<file path="src/design/sstf_pkg.sv">
`timescale 1ns / 1ps
// ----------------------------------------------------------------------------
// sstf_pkg
// Shared types and constants for the shortest-seek-first scheduler.
// ----------------------------------------------------------------------------
package sstf_pkg;

  // Default sizing
  localparam int QUEUE_DEPTH_DEF   = 32;
  localparam int CYLINDER_BITS_DEF = 16;

  // Fixed field widths of the stream beats
  localparam int CYL_FIELD_W  = 16;
  localparam int DIST_W       = 16;
  localparam int TOTAL_W      = 21;
  localparam int START_W      = 16;
  localparam int OUT_PAYLOAD_W = CYL_FIELD_W + DIST_W + TOTAL_W;
  localparam int OUT_TDATA_W  = ((OUT_PAYLOAD_W + 7) / 8) * 8;
  localparam int OUT_PAD_W    = OUT_TDATA_W - OUT_PAYLOAD_W;

  // Control sequencer states
  typedef enum logic [1:0] {
    S_IDLE,
    S_SCAN,
    S_EMIT
  } state_t;

endpackage

</file>
<file path="src/design/shortest_seek_first_scheduler.sv">
`timescale 1ns / 1ps
// ----------------------------------------------------------------------------
// shortest_seek_first_scheduler
// Collects cylinder requests and emits them in shortest-seek-first order.
// ----------------------------------------------------------------------------
// Requests arrive one per input beat and are written to a request RAM of
// QUEUE_DEPTH entries; a request beyond that is dropped and flagged on the
// first result of the batch. The beat with in_tlast set is stored too and
// starts the schedule from the head position in cfg_wr_data's register.
// Each result is found by one scan of the request RAM, one entry read per
// cycle: the stored requests are read in turn from the registered read,
// then an emit step loads the output register once it is free. Input is
// not accepted while a batch is being scheduled. Ties in seek distance go
// to the earliest stored request. The served marks, count and drop flag
// clear after the final result, which carries out_tlast; the movement sum
// clears when a new batch starts. No clearing pass is needed after reset.
// ----------------------------------------------------------------------------
module shortest_seek_first_scheduler #(
  parameter int QUEUE_DEPTH   = sstf_pkg::QUEUE_DEPTH_DEF,
  parameter int CYLINDER_BITS = sstf_pkg::CYLINDER_BITS_DEF
) (
  input  logic                               clk,
  input  logic                               rst_n,
  // configuration: start_position
  input  logic                               cfg_wr_en,
  input  logic [sstf_pkg::START_W-1:0]       cfg_wr_data,
  // request stream
  input  logic                               in_tvalid,
  output logic                               in_tready,
  input  logic [sstf_pkg::CYL_FIELD_W-1:0]   in_tdata,   // [15:0] request_cylinder
  input  logic                               in_tlast,   // last_request
  // result stream
  output logic                               out_tvalid,
  input  logic                               out_tready,
  // [15:0] served_cylinder, [31:16] seek_distance, [52:32] total_movement, rest 0
  output logic [sstf_pkg::OUT_TDATA_W-1:0]   out_tdata,
  output logic                               out_tuser,  // requests_dropped
  output logic                               out_tlast   // last_served
);

  localparam int IDX_W = (QUEUE_DEPTH > 1) ? $clog2(QUEUE_DEPTH) : 1;
  localparam int CNT_W = $clog2(QUEUE_DEPTH + 1);
  localparam int CB    = CYLINDER_BITS;
  localparam int SUM_W = sstf_pkg::TOTAL_W;
  localparam int ADD_W = ((CB > SUM_W) ? CB : SUM_W) + 1;

  sstf_pkg::state_t state_r, state_nxt;

  logic [sstf_pkg::START_W-1:0] start_r;

  logic [CNT_W-1:0]       count_r, count_nxt;
  logic                   ovf_r, ovf_nxt;
  logic [QUEUE_DEPTH-1:0] served_r, served_nxt;
  logic [CB-1:0]          head_r, head_nxt;
  logic [SUM_W-1:0]       sum_r, sum_nxt;
  logic [CNT_W-1:0]       k_r, k_nxt;       // results emitted so far

  // scan
  logic [IDX_W-1:0] addr_r, addr_nxt;
  logic             iss_done_r, iss_done_nxt;
  logic             rd_vld_r, rd_vld_nxt;
  logic [IDX_W-1:0] rd_idx_r, rd_idx_nxt;
  logic             found_r, found_nxt;
  logic [CB-1:0]    best_r, best_nxt;       // best distance
  logic [CB-1:0]    best_cyl_r, best_cyl_nxt;
  logic [IDX_W-1:0] pick_r, pick_nxt;

  // output register
  logic                             out_vld_r, out_vld_nxt;
  logic [sstf_pkg::CYL_FIELD_W-1:0] out_cyl_r, out_cyl_nxt;
  logic [sstf_pkg::DIST_W-1:0]      out_dist_r, out_dist_nxt;
  logic [SUM_W-1:0]                 out_total_r, out_total_nxt;
  logic                             out_drop_r, out_drop_nxt;
  logic                             out_last_r, out_last_nxt;

  logic             in_fire;
  logic             slot_free;
  logic             issue;
  logic             ram_we;
  logic [IDX_W-1:0] last_idx;
  logic [CB-1:0]    rd_data;
  logic [CB-1:0]    seek_dist;
  logic [ADD_W-1:0] sum_ext;
  logic             final_res;
  logic             scan_end;

  assign in_tready = (state_r == sstf_pkg::S_IDLE);
  assign in_fire   = in_tvalid && in_tready;
  assign slot_free = !out_vld_r || out_tready;
  assign last_idx  = IDX_W'(count_r - CNT_W'(1));
  assign issue     = (state_r == sstf_pkg::S_SCAN) && !iss_done_r;
  assign ram_we    = in_fire && (count_r < CNT_W'(QUEUE_DEPTH));
  assign scan_end  = rd_vld_r && (rd_idx_r == last_idx);
  assign final_res = ((k_r + CNT_W'(1)) == count_r);

  assign seek_dist = (head_r >= rd_data) ? (head_r - rd_data) : (rd_data - head_r);
  assign sum_ext   = ADD_W'(sum_r) + ADD_W'(best_r);

  sstf_ram #(
    .WIDTH (CB),
    .DEPTH (QUEUE_DEPTH)
  ) u_req_ram (
    .clk     (clk),
    .wr_en   (ram_we),
    .wr_addr (count_r[IDX_W-1:0]),
    .wr_data (CB'(in_tdata)),
    .rd_en   (issue),
    .rd_addr (addr_r),
    .rd_data (rd_data)
  );

  // Next state
  always_comb begin
    state_nxt = state_r;
    case (state_r)
      sstf_pkg::S_IDLE: begin
        if (in_fire && in_tlast) state_nxt = sstf_pkg::S_SCAN;
      end
      sstf_pkg::S_SCAN: begin
        if (scan_end) state_nxt = sstf_pkg::S_EMIT;
      end
      sstf_pkg::S_EMIT: begin
        if (slot_free) state_nxt = final_res ? sstf_pkg::S_IDLE : sstf_pkg::S_SCAN;
      end
      default: state_nxt = sstf_pkg::S_IDLE;
    endcase
  end

  // Datapath and outputs
  always_comb begin
    count_nxt     = count_r;
    ovf_nxt       = ovf_r;
    served_nxt    = served_r;
    head_nxt      = head_r;
    sum_nxt       = sum_r;
    k_nxt         = k_r;
    addr_nxt      = addr_r;
    iss_done_nxt  = iss_done_r;
    rd_vld_nxt    = issue;
    rd_idx_nxt    = addr_r;
    found_nxt     = found_r;
    best_nxt      = best_r;
    best_cyl_nxt  = best_cyl_r;
    pick_nxt      = pick_r;
    out_vld_nxt   = out_vld_r && !out_tready;
    out_cyl_nxt   = out_cyl_r;
    out_dist_nxt  = out_dist_r;
    out_total_nxt = out_total_r;
    out_drop_nxt  = out_drop_r;
    out_last_nxt  = out_last_r;

    case (state_r)
      sstf_pkg::S_IDLE: begin
        if (in_fire) begin
          if (ram_we) count_nxt = count_r + CNT_W'(1);
          else        ovf_nxt   = 1'b1;
          if (in_tlast) begin
            head_nxt     = CB'(start_r);
            sum_nxt      = '0;
            k_nxt        = '0;
            addr_nxt     = '0;
            iss_done_nxt = 1'b0;
            found_nxt    = 1'b0;
          end
        end
      end
      sstf_pkg::S_SCAN: begin
        if (issue) begin
          if (addr_r == last_idx) iss_done_nxt = 1'b1;
          else                    addr_nxt     = addr_r + IDX_W'(1);
        end
        // strict compare keeps the earliest entry on a tie
        if (rd_vld_r && !served_r[rd_idx_r] && (!found_r || seek_dist < best_r)) begin
          found_nxt    = 1'b1;
          best_nxt     = seek_dist;
          best_cyl_nxt = rd_data;
          pick_nxt     = rd_idx_r;
        end
      end
      sstf_pkg::S_EMIT: begin
        if (slot_free) begin
          out_vld_nxt      = 1'b1;
          out_cyl_nxt      = sstf_pkg::CYL_FIELD_W'(best_cyl_r);
          out_dist_nxt     = sstf_pkg::DIST_W'(best_r);
          out_total_nxt    = sum_ext[SUM_W-1:0];
          out_drop_nxt     = (k_r == '0) && ovf_r;
          out_last_nxt     = final_res;
          served_nxt[pick_r] = 1'b1;
          head_nxt         = best_cyl_r;
          sum_nxt          = sum_ext[SUM_W-1:0];
          k_nxt            = k_r + CNT_W'(1);
          addr_nxt         = '0;
          iss_done_nxt     = 1'b0;
          found_nxt        = 1'b0;
          if (final_res) begin
            served_nxt = '0;
            count_nxt  = '0;
            ovf_nxt    = 1'b0;
          end
        end
      end
      default: ;
    endcase
  end

  always_ff @(posedge clk) begin
    if (!rst_n) begin
      state_r    <= sstf_pkg::S_IDLE;
      start_r    <= '0;
      count_r    <= '0;
      ovf_r      <= 1'b0;
      served_r   <= '0;
      head_r     <= '0;
      sum_r      <= '0;
      k_r        <= '0;
      addr_r     <= '0;
      iss_done_r <= 1'b0;
      rd_vld_r   <= 1'b0;
      found_r    <= 1'b0;
      out_vld_r  <= 1'b0;
    end else begin
      state_r    <= state_nxt;
      if (cfg_wr_en) start_r <= cfg_wr_data;
      count_r    <= count_nxt;
      ovf_r      <= ovf_nxt;
      served_r   <= served_nxt;
      head_r     <= head_nxt;
      sum_r      <= sum_nxt;
      k_r        <= k_nxt;
      addr_r     <= addr_nxt;
      iss_done_r <= iss_done_nxt;
      rd_vld_r   <= rd_vld_nxt;
      found_r    <= found_nxt;
      out_vld_r  <= out_vld_nxt;
    end
  end

  // payload, no reset
  always_ff @(posedge clk) begin
    rd_idx_r    <= rd_idx_nxt;
    best_r      <= best_nxt;
    best_cyl_r  <= best_cyl_nxt;
    pick_r      <= pick_nxt;
    out_cyl_r   <= out_cyl_nxt;
    out_dist_r  <= out_dist_nxt;
    out_total_r <= out_total_nxt;
    out_drop_r  <= out_drop_nxt;
    out_last_r  <= out_last_nxt;
  end

  assign out_tvalid = out_vld_r;
  assign out_tdata  = {{sstf_pkg::OUT_PAD_W{1'b0}}, out_total_r, out_dist_r, out_cyl_r};
  assign out_tuser  = out_drop_r;
  assign out_tlast  = out_last_r;

endmodule

</file>
<file path="src/design/sstf_ram.sv">
`timescale 1ns / 1ps
// ----------------------------------------------------------------------------
// sstf_ram
// Generic single-clock RAM, one write port, one read port, registered read.
// ----------------------------------------------------------------------------
module sstf_ram #(
  parameter int WIDTH = 16,
  parameter int DEPTH = 32
) (
  input  logic                                  clk,
  input  logic                                  wr_en,
  input  logic [(DEPTH > 1 ? $clog2(DEPTH) : 1)-1:0] wr_addr,
  input  logic [WIDTH-1:0]                      wr_data,
  input  logic                                  rd_en,
  input  logic [(DEPTH > 1 ? $clog2(DEPTH) : 1)-1:0] rd_addr,
  output logic [WIDTH-1:0]                      rd_data
);

  logic [WIDTH-1:0] mem [DEPTH];

  always_ff @(posedge clk) begin
    if (wr_en) begin
      mem[wr_addr] <= wr_data;
    end
    if (rd_en) begin
      rd_data <= mem[rd_addr];
    end
  end

endmodule

</file>
<file path="config.mk">
export PLATFORM = sky130hd
export DESIGN_NAME = shortest_seek_first_scheduler
export DESIGN_NICKNAME = d
export VERILOG_FILES = /design/src/design/sstf_pkg.sv /design/src/design/shortest_seek_first_scheduler.sv /design/src/design/sstf_ram.sv
export SDC_FILE = /design/constraint.sdc
export NUM_CORES = 1
export LEC_CHECK = 0
export BUFFER_PORTS_ARGS = -buffer_cell sky130_fd_sc_hd__buf_2
export CORE_MARGIN = 8
export CORE_UTILIZATION = 36
export CTS_CLUSTER_SIZE = 12
export DETAILED_ROUTE_END_ITERATION = 7
export SLEW_MARGIN = 10
export SYNTH_ARGS = -nofsm -noshare
export SYNTH_HDL_FRONTEND = slang
export SYNTH_SLANG_ARGS = --single-unit
</file>
<file path="constraint.sdc">
create_clock -name clk -period 15.1 [get_ports clk]
set_input_delay 1.51 -clock clk [delete_from_list [all_inputs] [get_ports clk]]
set_output_delay 1.51 -clock clk [all_outputs]
set_load 0.01 [all_outputs]
</file>
==> metrics.csv <==
stage;metric;value;unit
final_layout;share of post-route cells with drive strength above 1;22.8;%
global_route;antenna violations before repair;8;
cts;Worst-Skew Late Latency;0.62;ns
power_and_ir_drop;Total Power;4440;uW
logic_synthesis;Mean Syn Cell Area;17.2;sq um
route;# DRC;0;
placement;placed cells;2891;
logic_synthesis;Post-Synthesis Cells;1756;
power_and_ir_drop;Comb pwr share;9.4;%
cts;post-CTS setup buffers;0;
global_route;total global-route track usage;14.5;%
die;Die Span Y;306;um
die;IO Pins;98;
placement;number of buffers added on ports;94;
power_and_ir_drop;Net Switching;1030;uW
cts;clock root buffer;clkbuf_16;
cts;TritonCTS clock tree;built;
power_and_ir_drop;Switching Fraction;23.1;%
power_and_ir_drop;maximum VDD drop;0.0784;mV
sta;post-route minimum period;5.66;ns
power_and_ir_drop;Reg power frac;51.1;%
logic_synthesis;Async SR Flop Fraction;0;%
setup_path;kind of critical path;reg -> reg;
sta;setup TNS;0;ns
die;core area;0.0834;sq mm
die;Die W;306;um
sta;Slew @ Worst Pin;1.27;ns
power_and_ir_drop;pwr/cell area;129;mW/mm^2
setup_path;CP arrival;5.92;ns
sta;Worst Hold Slack;0.450;ns
sta;Hold Violations, Final;0;
route;Pre-Repair DR Iteration Count;5;
sta;fin. max-slew vios;0;
logic_synthesis;Seq cells post-synth;734;
logic_synthesis;Synth Area in Compound Gates;5.16;%
sta;RSZ-0062 raised after global routing;no;
logic_synthesis;dominant synthesized flop cell;edfxtp_1;
global_route;first-pass GRT wire length;104000;um
logic_synthesis;EDFF count, synth;620;
run_status;outcome;finished, final reports clean;
route;WL/cell;23.0;um
cts;H-tree level count;3;
final_layout;Syn-to-layout area delta;13.8;%
placement;routability cong.;0.857;
setup_path;CP Cell Sequence;ha_1 -> and2_4 -> nand3_2 -> o41a_1 -> a221oi_4 -> mux2i_1 -> xor2_1 -> ha_1 -> a21o_1 -> a221oi_1 -> nor2_1 -> a211oi_1 -> o31ai_1 -> a211oi_4 -> buf_4;
sta;fin crit share;37.5;%
sta;Setup-failing EPs final;0;
global_route;number of global-route vias before repair;16500;
setup_path;Worst setup EP type;register;
worst_hold_path;HP Class;reg -> reg;
power_and_ir_drop;clock power share;39.5;%
final_layout;fin nets;2000;
setup_path;critical path launch point type;register;
sta;f_max;177;MHz
power_and_ir_drop;Leakage Power;0.0115;uW
cts;CTS Buf Count;77;
setup_path;critical-path maximum fanout;26;
route;Routed Antenna Nets;0;
logic_synthesis;simple-gate share of the synthesized area;4.33;%
power_and_ir_drop;internal power;3410;uW
logic_synthesis;Post-Syn Area;0.0302;sq mm
placement;DP HPWL;43200;um
global_route;Overflow after GRT;0;
cts;clk buf depth;3;
cts;clock tree sinks;734;
die;Initial Util;36.2;%
final_layout;Layout Cells excl Fill;3017;
logic_synthesis;adder-cell share of the synthesized area;3.06;%
die;row cnt;106;
route;Via density;5.38;
logic_synthesis;largest family of logic cells by synthesized area;multiplexers;
cts;Hold Buf Count CTS;0;
die;Die ar.;0.0934;sq mm
logic_synthesis;yosys warns;0;
route;vias;16200;
sta;Setup Skew;0.0199;ns
setup_path;Crit-path slowest cell;a221oi_4;
flow_run;Max-Cap Viols;0;
cts;post-CTS sizing;0;
setup_path;CP required;15.36;ns
logic_synthesis;xor and xnor fraction of the mapped netlist area;1.79;%
logic_synthesis;multiplexer share of the synthesized area;14.4;%
logic_synthesis;sequential area share after synthesis;69.2;%
route;DRT Wirelength;69500;um
route;initial detailed-routing violation count;1426;
setup_path;max incr delay on CP;0.83;ns
sta;worst rel slew slack;15.4;%
global_route;largest net degree at the start of global routing;64;
cts;CTS clk-pin slew, worst paths;0.06;ns
setup_path;CP dominant cell by count;ha_1;
logic_synthesis;synth unique cells;65;
-- cell usage in the layout, fill, tap and decap left out, types with 4 or more instances in the layout --
master	Yosys	final
o21a_1	5	5
nor3b_1	6	6
clkbuf_8	0	5
o21ai_0	14	14
a22o_1	14	14
xnor2_1	33	33
clkbuf_1	57	21
a21oi_1	75	74
nand2b_1	7	7
dfxtp_1	114	110
nor2_1	128	127
nand2_1	73	73
mux2i_1	33	33
inv_1	62	62
o31ai_1	8	8
nor3_1	6	6
nand3b_1	6	6
buf_2	14	94
a211oi_1	10	9
nand3_1	22	22
ha_1	69	69
and3_1	11	11
edfxtp_1	620	620
clkbuf_16	0	80
a31oi_1	13	13
o21ai_1	11	11
clkinv_1	1	6
buf_4	6	46
and2_1	5	4
a311oi_1	18	18
nand4_1	7	7
a21o_1	30	30
mux4_2	170	170
mux2_2	16	16
clkinv_2	0	7
xor2_1	26	26
o21bai_1	7	7
-- synthesized netlist by cell type, types with 13 or more instances --
master    instances  area (sq um)
mux2_2           16           180
nand2_1          73           274
nand3_1          22           110
o21ai_0          14          70.1
xor2_1           26           228
nor2_1          128           480
mux2i_1          33           330
a311oi_1         18           158
a22o_1           14           123
a21oi_1          75           375
ha_1             69           863
buf_2            14          70.1
a31oi_1          13          81.3
xnor2_1          33           289
dfxtp_1         114          2280
edfxtp_1        620         18600
inv_1            62           233
a21o_1           30           225
clkbuf_1         57           214
mux4_2          170          3830
-- metrics by stage --
| step | cell area (sq um) | utilization, % | setup WS [ns] |
|---|---|---|---|
| 6_report | 34400 | 41.2 | 9.44 |
| 5_1_grt | 34400 | 41.2 | 9.12 |
| 4_1_cts | 34400 | 41.2 | 9.42 |
| 3_5_place_dp | 32000 | 38.4 | 9.42 |
| 3_3_place_gp | 32000 | 38.4 | 9.48 |
| 2_1_floorplan | 30200 | - | 8.30 |
-- layout make-up --
cell class	instances	area, sq um
Fill cell	7360	49100
Clock inverter	19	170
Timing Repair Buffer	140	816
Tap cell	1080	1350
Inverter	63	236
Multi-Input combinational cell	874	8720
Clock buffer	106	2150
Antenna cell	1	2.50
Sequential cell	734	20900
-- flip-flops by register name, summed over array words and instances (netlist names), 21 cells and up --
signal	cells
sum_r	21
served_r	32
out_total_r	21
u_req_ram.mem	512
-- worst max-delay path: cells and delay by family (launching register included) --
family                     cells  cell delay, ns
and+or+nand+nor                3            0.40
xor gates and xnor gates       1            0.21
DFF                            1            0.43
AOI/OAI and AO/OA              7            2.68
muxes                          1            0.31
buffers and inverters          1            0.45
adders and majority gates      2            0.78
-- routing by layer --
| layer | track usage (%) | share of wire (%) | vias to the layer above |
|---|---|---|---|
| met5 | 0 | 0.089 | - |
| li1 | - | - | 7157 |
| met1 | 19.9 | 44 | 8415 |
| met3 | 3.08 | 6.4 | 127 |
| met4 | 4.06 | 2.5 | 10 |
| met2 | 23.3 | 47 | 511 |
-- power by group through the flow --
stage	Clock, uW	Combinational (uW)	Sequential (uW)
floorplan	0	302	2300
global placement	0	406	2310
detailed placement	0	416	2320
CTS	1800	418	2270
global route	1870	455	2280
finish	1760	416	2270
-- path summary, 6_finish.rpt --
check                                  to                 start  slack [ns]  cells after the start
worst max register to register  best_r[5]  u_req_ram.rd_data[8]        9.44                     15
worst min register to register   rd_vld_r            iss_done_r        0.45                      1
worst min-delay path             rd_vld_r            iss_done_r        0.45                      1
worst max-delay path            best_r[5]  u_req_ram.rd_data[8]        9.44                     15
-- cell families (layout without fill, tap and decap cells) --
kind of cell               after synthesis  after routing
muxes                                  220            220
xor gates and xnor gates                60             60
and+or+nand+nor                        288            288
DFF                                    734            734
buffers and inverters                  150            328
AOI/OAI and AO/OA                      231            231
other                                    1              4
adders and majority gates               72             72
Note: power is estimated with default switching activity, not from simulation.
